[src/hw/rtl/nss_pkg.sv]
// shared types and constants of the nfa state set stepper
package nss_pkg;

    localparam int MAX_STATES_DEF = 256;

    localparam logic [1:0] CMD_WR_ENTRY = 2'd0;
    localparam logic [1:0] CMD_WR_CLASS = 2'd1;
    localparam logic [1:0] CMD_START    = 2'd2;
    localparam logic [1:0] CMD_STEP     = 2'd3;

    localparam logic [1:0] EDGE_NONE    = 2'd0;
    localparam logic [1:0] EDGE_SINGLE  = 2'd1;
    localparam logic [1:0] EDGE_EPS     = 2'd2;
    localparam logic [1:0] EDGE_CLASS   = 2'd3;

    localparam logic [8:0] USED_RESET   = 9'd256;

    typedef struct packed {
        logic [1:0] anchor;
        logic       accepting;
        logic       second_valid;
        logic [7:0] second;
        logic       first_valid;
        logic [7:0] first;
        logic [7:0] symbol;
        logic [1:0] kind;
    } t_entry;

    typedef struct packed {
        logic [1:0]  command;
        logic [7:0]  state_index;
        logic [1:0]  edge_kind;
        logic [7:0]  symbol;
        logic [7:0]  next_first;
        logic        next_first_valid;
        logic [7:0]  next_second;
        logic        next_second_valid;
        logic        accepting;
        logic [1:0]  anchor_in;
        logic [1:0]  class_word;
        logic [63:0] class_bits;
    } t_item;

    typedef enum logic [1:0] {
        RES_ZERO,
        RES_EMPTY,
        RES_CLOSURE
    } t_res_kind;

    typedef struct packed {
        logic      wr_entry;
        logic      wr_class;
        logic      start;
        logic      mv_init;
        logic      mv_step;
        logic      commit;
        logic      cl_pop;
        logic      cl_e1;
        logic      cl_e2;
        logic      load_out;
        t_res_kind res_kind;
    } t_dp_cmd;

    typedef struct packed {
        logic mv_done;
        logic any;
        logic stack_empty;
    } t_dp_sts;

endpackage

[src/hw/rtl/nss_ctrl.sv]
// controller state machine sequencing writes, move scan and closure
module nss_ctrl (
    input  logic              i_clk,
    input  logic              i_rst_n,
    input  logic              i_in_valid,
    input  logic [1:0]        i_command,
    output logic              o_in_ready,
    output logic              o_out_valid,
    input  logic              i_out_ready,
    input  nss_pkg::t_dp_sts  i_sts,
    output nss_pkg::t_dp_cmd  o_cmd
);

    typedef enum logic [2:0] {
        S_IDLE,
        S_MOVE,
        S_COMMIT,
        S_POP,
        S_ADDR,
        S_EPS1,
        S_EPS2,
        S_DONE
    } t_state;

    t_state              r_state;
    nss_pkg::t_res_kind  r_kind;
    logic                r_out_valid;
    logic                accept;
    logic                out_free;

    assign o_in_ready  = (r_state == S_IDLE);
    assign o_out_valid = r_out_valid;
    assign accept      = i_in_valid && (r_state == S_IDLE);
    assign out_free    = !r_out_valid || i_out_ready;

    always_comb begin
        o_cmd          = '0;
        o_cmd.res_kind = r_kind;
        o_cmd.wr_entry = accept && (i_command == nss_pkg::CMD_WR_ENTRY);
        o_cmd.wr_class = accept && (i_command == nss_pkg::CMD_WR_CLASS);
        o_cmd.start    = accept && (i_command == nss_pkg::CMD_START);
        o_cmd.mv_init  = accept && (i_command == nss_pkg::CMD_STEP);
        o_cmd.mv_step  = (r_state == S_MOVE);
        o_cmd.commit   = (r_state == S_COMMIT);
        o_cmd.cl_pop   = (r_state == S_POP) && !i_sts.stack_empty;
        o_cmd.cl_e1    = (r_state == S_EPS1);
        o_cmd.cl_e2    = (r_state == S_EPS2);
        o_cmd.load_out = (r_state == S_DONE) && out_free;
    end

    always_ff @(posedge i_clk) begin
        if (!i_rst_n) begin
            r_state     <= S_IDLE;
            r_kind      <= nss_pkg::RES_ZERO;
            r_out_valid <= 1'b0;
        end else begin
            if (o_cmd.load_out) begin
                r_out_valid <= 1'b1;
            end else if (i_out_ready) begin
                r_out_valid <= 1'b0;
            end
            unique case (r_state)
                S_IDLE: begin
                    if (accept) begin
                        unique case (i_command)
                            nss_pkg::CMD_START: begin
                                r_kind  <= nss_pkg::RES_CLOSURE;
                                r_state <= S_POP;
                            end
                            nss_pkg::CMD_STEP: begin
                                r_state <= S_MOVE;
                            end
                            default: begin
                                r_kind  <= nss_pkg::RES_ZERO;
                                r_state <= S_DONE;
                            end
                        endcase
                    end
                end
                S_MOVE: begin
                    if (i_sts.mv_done) begin
                        r_state <= S_COMMIT;
                    end
                end
                S_COMMIT: begin
                    if (i_sts.any) begin
                        r_kind  <= nss_pkg::RES_CLOSURE;
                        r_state <= S_POP;
                    end else begin
                        r_kind  <= nss_pkg::RES_EMPTY;
                        r_state <= S_DONE;
                    end
                end
                S_POP: begin
                    r_state <= i_sts.stack_empty ? S_DONE : S_ADDR;
                end
                S_ADDR: r_state <= S_EPS1;
                S_EPS1: r_state <= S_EPS2;
                S_EPS2: r_state <= S_POP;
                S_DONE: begin
                    if (out_free) begin
                        r_state <= S_IDLE;
                    end
                end
                default: r_state <= S_IDLE;
            endcase
        end
    end

endmodule

[config.mk]
export PLATFORM = sky130hd
export DESIGN_NAME = nss_ctrl
export DESIGN_NICKNAME = d
export VERILOG_FILES = /design/src/hw/rtl/nss_pkg.sv /design/src/hw/rtl/nss_ctrl.sv
export SDC_FILE = /design/constraint.sdc
export NUM_CORES = 1
export LEC_CHECK = 0
export ABC_AREA = 1
export ABC_CLOCK_PERIOD_IN_PS = 1400
export BUFFER_PORTS_ARGS = -buffer_cell sky130_fd_sc_hd__clkbuf_2
export CAP_MARGIN = 5
export CORE_MARGIN = 2
export CORE_UTILIZATION = 25
export DETAILED_ROUTE_END_ITERATION = 8
export PLACE_DENSITY_LB_ADDON = 0.05
export SYNTH_ARGS = -nofsm -noshare
export SYNTH_HDL_FRONTEND = slang
export SYNTH_SLANG_ARGS = --single-unit
[constraint.sdc]
create_clock -name i_clk -period 1.4 [get_ports i_clk]
set_clock_uncertainty 0.2 [all_clocks]
set_input_delay 0.28 -clock i_clk [delete_from_list [all_inputs] [get_ports i_clk]]
set_output_delay 0.28 -clock i_clk [all_outputs]
set_load 0.01 [all_outputs]
Word level (Yosys, flattened, before mapping) --
Cells that the tools add are included.
Word-level totals: flip-flop bits (word level) 6, input port bits 9, output and inout port bits 14
Cells by class: eq/ne operators 14, mux-type cells 13, reductions and logical operators 16
Operator list (number):
- $pmux 3 s8 | 1
- $eq 3x3->1 const B | 4
- $mux 3 | 4
- $pmux 2 s2 | 2
- $logic_and 1x1->1 | 7
- $eq 3x2->1 const B | 2
- $mux 2 | 3
- $ne 2x2->1 const B | 3
- $pmux 3 s2 | 1
- $reduce_and 3->1 | 2
- $eq 2x2->1 const B | 2
- $reduce_bool 2->1 | 2
- $eq 3x1->1 const B | 1
- $logic_not 3->1 | 1
- $eq 2x1->1 const B | 1
- $logic_not 1->1 | 2
- $logic_not 2->1 | 1
- $mux 1 | 2
- $ne 2x1->1 const B | 1
- $logic_or 1x1->1 | 1

Logic depth before layout (Yosys ltp) --
depth in word-level cells 4, mapped depth 8, depth with buffers taken out 8

Least setup slack after synthesis --
No wires, ideal clock.
path kind reg-to-output, start reg r_state[2], end out o_cmd[11] in the netlist's numbering, data arrival time 1.038 ns, data required time 0.920 ns, slack -0.118 ns, stages on the path, launching flop included 6, path buffers 0, path through dfxtp_1 > nor2_2 > nand2_1 > inv_1 > nand2_1 > nor3_1
RTL lines:
- start: declaration | line nss_ctrl.sv:25 | t_state r_state;
- start signal: assignment | line nss_ctrl.sv:95 | r_state <= i_sts.stack_empty ? S_DONE : S_ADDR;
- end: declaration | line nss_ctrl.sv:11 | output nss_pkg::t_dp_cmd o_cmd

==> results by group <==
Outcome
  – Result of the run: finished with violations
  – Failing checks: negative setup slack

Floorplanning
  – Std-Cell Core Area: 1541 sq um
  – Effective utilization at floorplan: 27.52%
  – Placement row count: 14
  – Floorplan die height: 45.19 um
  – Die area: 2042 sq um
  – IO Count: 23
  – Floorplan die width: 45.19 um

Clock tree
  – CTS sink count: 6
  – Number of buffers between clock root and the deepest sink: 2
  – Hold buffer count at CTS: 0
  – Root Driver: sky130_fd_sc_hd__clkbuf_4
  – Number of buffers created by CTS: 3
  – Clock tree from TritonCTS: done
  – Clock latency reported for the late side of the worst-skew pair: 240 ps
  – H-Tree Level Count: 1
  – Clock-pin transition on the worst setup and hold timing paths: 50 ps

STA
  – Final cycle utilization of the critical path: 115.2%
  – Setup violations, final: 12
  – RSZ-0062 raised after global routing: yes
  – Least setup slack across all paths after layout: -213.2 ps
  – Worst Tran Pin Value: 253.5 ps
  – Post-Route Hold Slack: 78.04 ps
  – Min Tclk post-route: 1613 ps
  – Peak Freq: 0.6199 GHz
  – Count of final hold-check violations: 0
  – Number of slew-limit violations in the final report: 0
  – Remaining max-slew budget at the tightest pin: 83.04%

GRT
  – Global-route congestion overflow total: 0
  – Largest net degree at the start of global routing: 6
  – Global-route wire length before repair: 2159 um
  – Number of antenna violations at the first check in global routing: 0
  – Vias in the first global route: 548
  – Total global routing track utilization: 14.75%

Critical path
  – Endpoint arrival time on the critical path: 1130 ps
  – Worst R2R Start: r_state[0]
  – Critical Path RT: 920 ps
  – Setup slack, reg-to-reg: 0 ps
  – CP endpoint kind: output pin
  – Worst R2R Path Depth: 9
  – Critical setup path kind: register to output pin
  – Critical path origin: r_state[2]
  – Crit-path max FO: 3
  – Kind of launch point of the worst setup path: register

Synth
  – Count of different cell masters after synthesis: 12
  – Post-synthesis sequential element count: 6
  – Register area share after synthesis: 28.32%
  – Total nets after synthesis: 88
  – Cell area after synthesis: 424.2 sq um
  – Count of warnings emitted by yosys: 0
  – Post-synthesis average cell area: 5.369 sq um
  – Number of instances in the synthesized netlist: 79

Routing
  – Violation count after the first detailed-routing iteration: 3
  – DRC violation count after routing: 0
  – Average wire per standard cell: 9.803 um
  – Via density per instance: 4.482
  – Met1 Wirelength: 616 um
  – ANT nets after route: 0
  – Wire length on met3: 71 um
  – Sum of met2 wire segment lengths after detailed routing: 609 um
  – Vias: 614
  – Wirelength, routed: 1343 um
  – Number of detailed-route iterations in the first pass: 4
  – Top sig layer: met4

Power
  – Leakage power summed over all cells: 0.4768 nW
  – Ratio of total power to cell area: 1857 nW/um^2
  – Worst vdd rail ir drop: 0.001006 V

Final layout
  – Most used cells in the layout excluding fill and tap cells: sky130_fd_sc_hd__nand2_1 (20), sky130_fd_sc_hd__buf_4 (12), sky130_fd_sc_hd__clkbuf_2 (11), sky130_fd_sc_hd__nor2_1 (10)
  – Final cell area excluding filler cells: 894.6 sq um
  – Inserted Diodes: 0
  – Ratio of cells with drive above 1 in the final layout: 62.81%
  – Most frequent standard cell in the layout excluding fill and tap cells: sky130_fd_sc_hd__nand2_1
  – Net count, final: 132
  – Post-route insts no fill: 137
  – Util after Layout: 58.04%
  – P&R area growth vs syn: 110.9%

Place
  – Total placed instance area: 621.8 sq um
  – HPWL after DPL: 969 um
  – Number of I/O port buffers: 22
  – Placer's final routability congestion estimate: 0.8120
  – Placed insts: 122
  – Dpl ws: -51.73 ps

Hold path
  – Hold Crit Start: i_rst_n
  – Hold Path Depth: 3
  – Worst Hold Class: primary input to register

Run
  – Max-cap violation count: 0
==> cell usage after synthesis <==
library cell              instances  area, sq um
sky130_fd_sc_hd__nand2_1         29        108.9
sky130_fd_sc_hd__nor2_1          14        52.55
sky130_fd_sc_hd__inv_1           11        41.29
sky130_fd_sc_hd__dfxtp_1          6        120.1
sky130_fd_sc_hd__nor3_1           5        25.02
sky130_fd_sc_hd__a21oi_1          4        20.02
sky130_fd_sc_hd__nand3_1          3        15.01
sky130_fd_sc_hd__inv_2            2        7.510
sky130_fd_sc_hd__o21ai_0          2        10.01
sky130_fd_sc_hd__nand3_2          1        10.01
sky130_fd_sc_hd__nor2_2           1        6.260
sky130_fd_sc_hd__o21a_1           1        7.510
==> kinds of logic (layout without fill, tap and decap cells) <==
kind of cell | count (synthesis) | after routing | share of synthesized area, %
flops | 6 | 6 | 28.32
buf+inv | 13 | 55 | 11.51
compound gates | 7 | 7 | 8.851
simple gates | 53 | 53 | 51.33
==> through the flow <==
| stage | power (mW) | TNS (ps) |
|---|---|---|
| final | 1.661 | -1798 |
| after global routing | 1.786 | -2768 |
| after CTS | 1.458 | -2055 |
| after detailed placement | 0.9126 | -58.68 |
| after global placement | 0.9160 | -26.13 |
| after floorplan | 0.6679 | 0 |
==> sequential cells by signal (all words and copies together) (netlist names) <==
| name | cells |
|---|---|
| o_out_valid | 1 |
| r_kind | 2 |
| r_state | 3 |
==> report_power, final <==
| part | internal [mW] | switching [mW] | total (mW) |
|---|---|---|---|
| registers | 0.232 | 0.0523 | 0.284 |
| clock network | 0.0970 | 0.0625 | 0.159 |
| logic | 0.616 | 0.601 | 1.22 |
==> per-layer routing <==
layer	track usage (%)	up-vias
met5	0	-
met1	19.52	260
li1	-	330
met4	15.29	0
met2	19.71	18
met3	1.600	6
==> path summary, 6_finish.rpt <==
path                      to
setup / recovery    o_cmd[5]
hold / removal    r_state[1]
setup reg to reg   r_kind[1]
hold reg to reg    r_kind[0]
==> repair_timing <==
item | in CTS | in global routing
endpoints found under the setup margin | 12 | 16
gates cloned | 0 | 0
buffers inserted | 10 | 3
gates resized for setup | 31 | 27
pin swaps | 11 | 12
==> cell type report <==
| cell class | count | area, sq um |
|---|---|---|
| fillers | 156 | 646.9 |
| multi-input cells | 60 | 389.1 |
| inverters | 13 | 58.81 |
| clock buffers | 3 | 22.52 |
| repair buffers | 39 | 275.3 |
| well taps | 16 | 20.02 |
| flip-flops and latches | 6 | 128.9 |
==> worst max-delay path: stages (launching register included) <==
cell	delay, ps
sky130_fd_sc_hd__dfxtp_4	350
sky130_fd_sc_hd__buf_4	150
sky130_fd_sc_hd__inv_4	70
sky130_fd_sc_hd__nand2_2	50
sky130_fd_sc_hd__nor3_2	130
sky130_fd_sc_hd__buf_2	140
(Power assumes the default switching activity.)
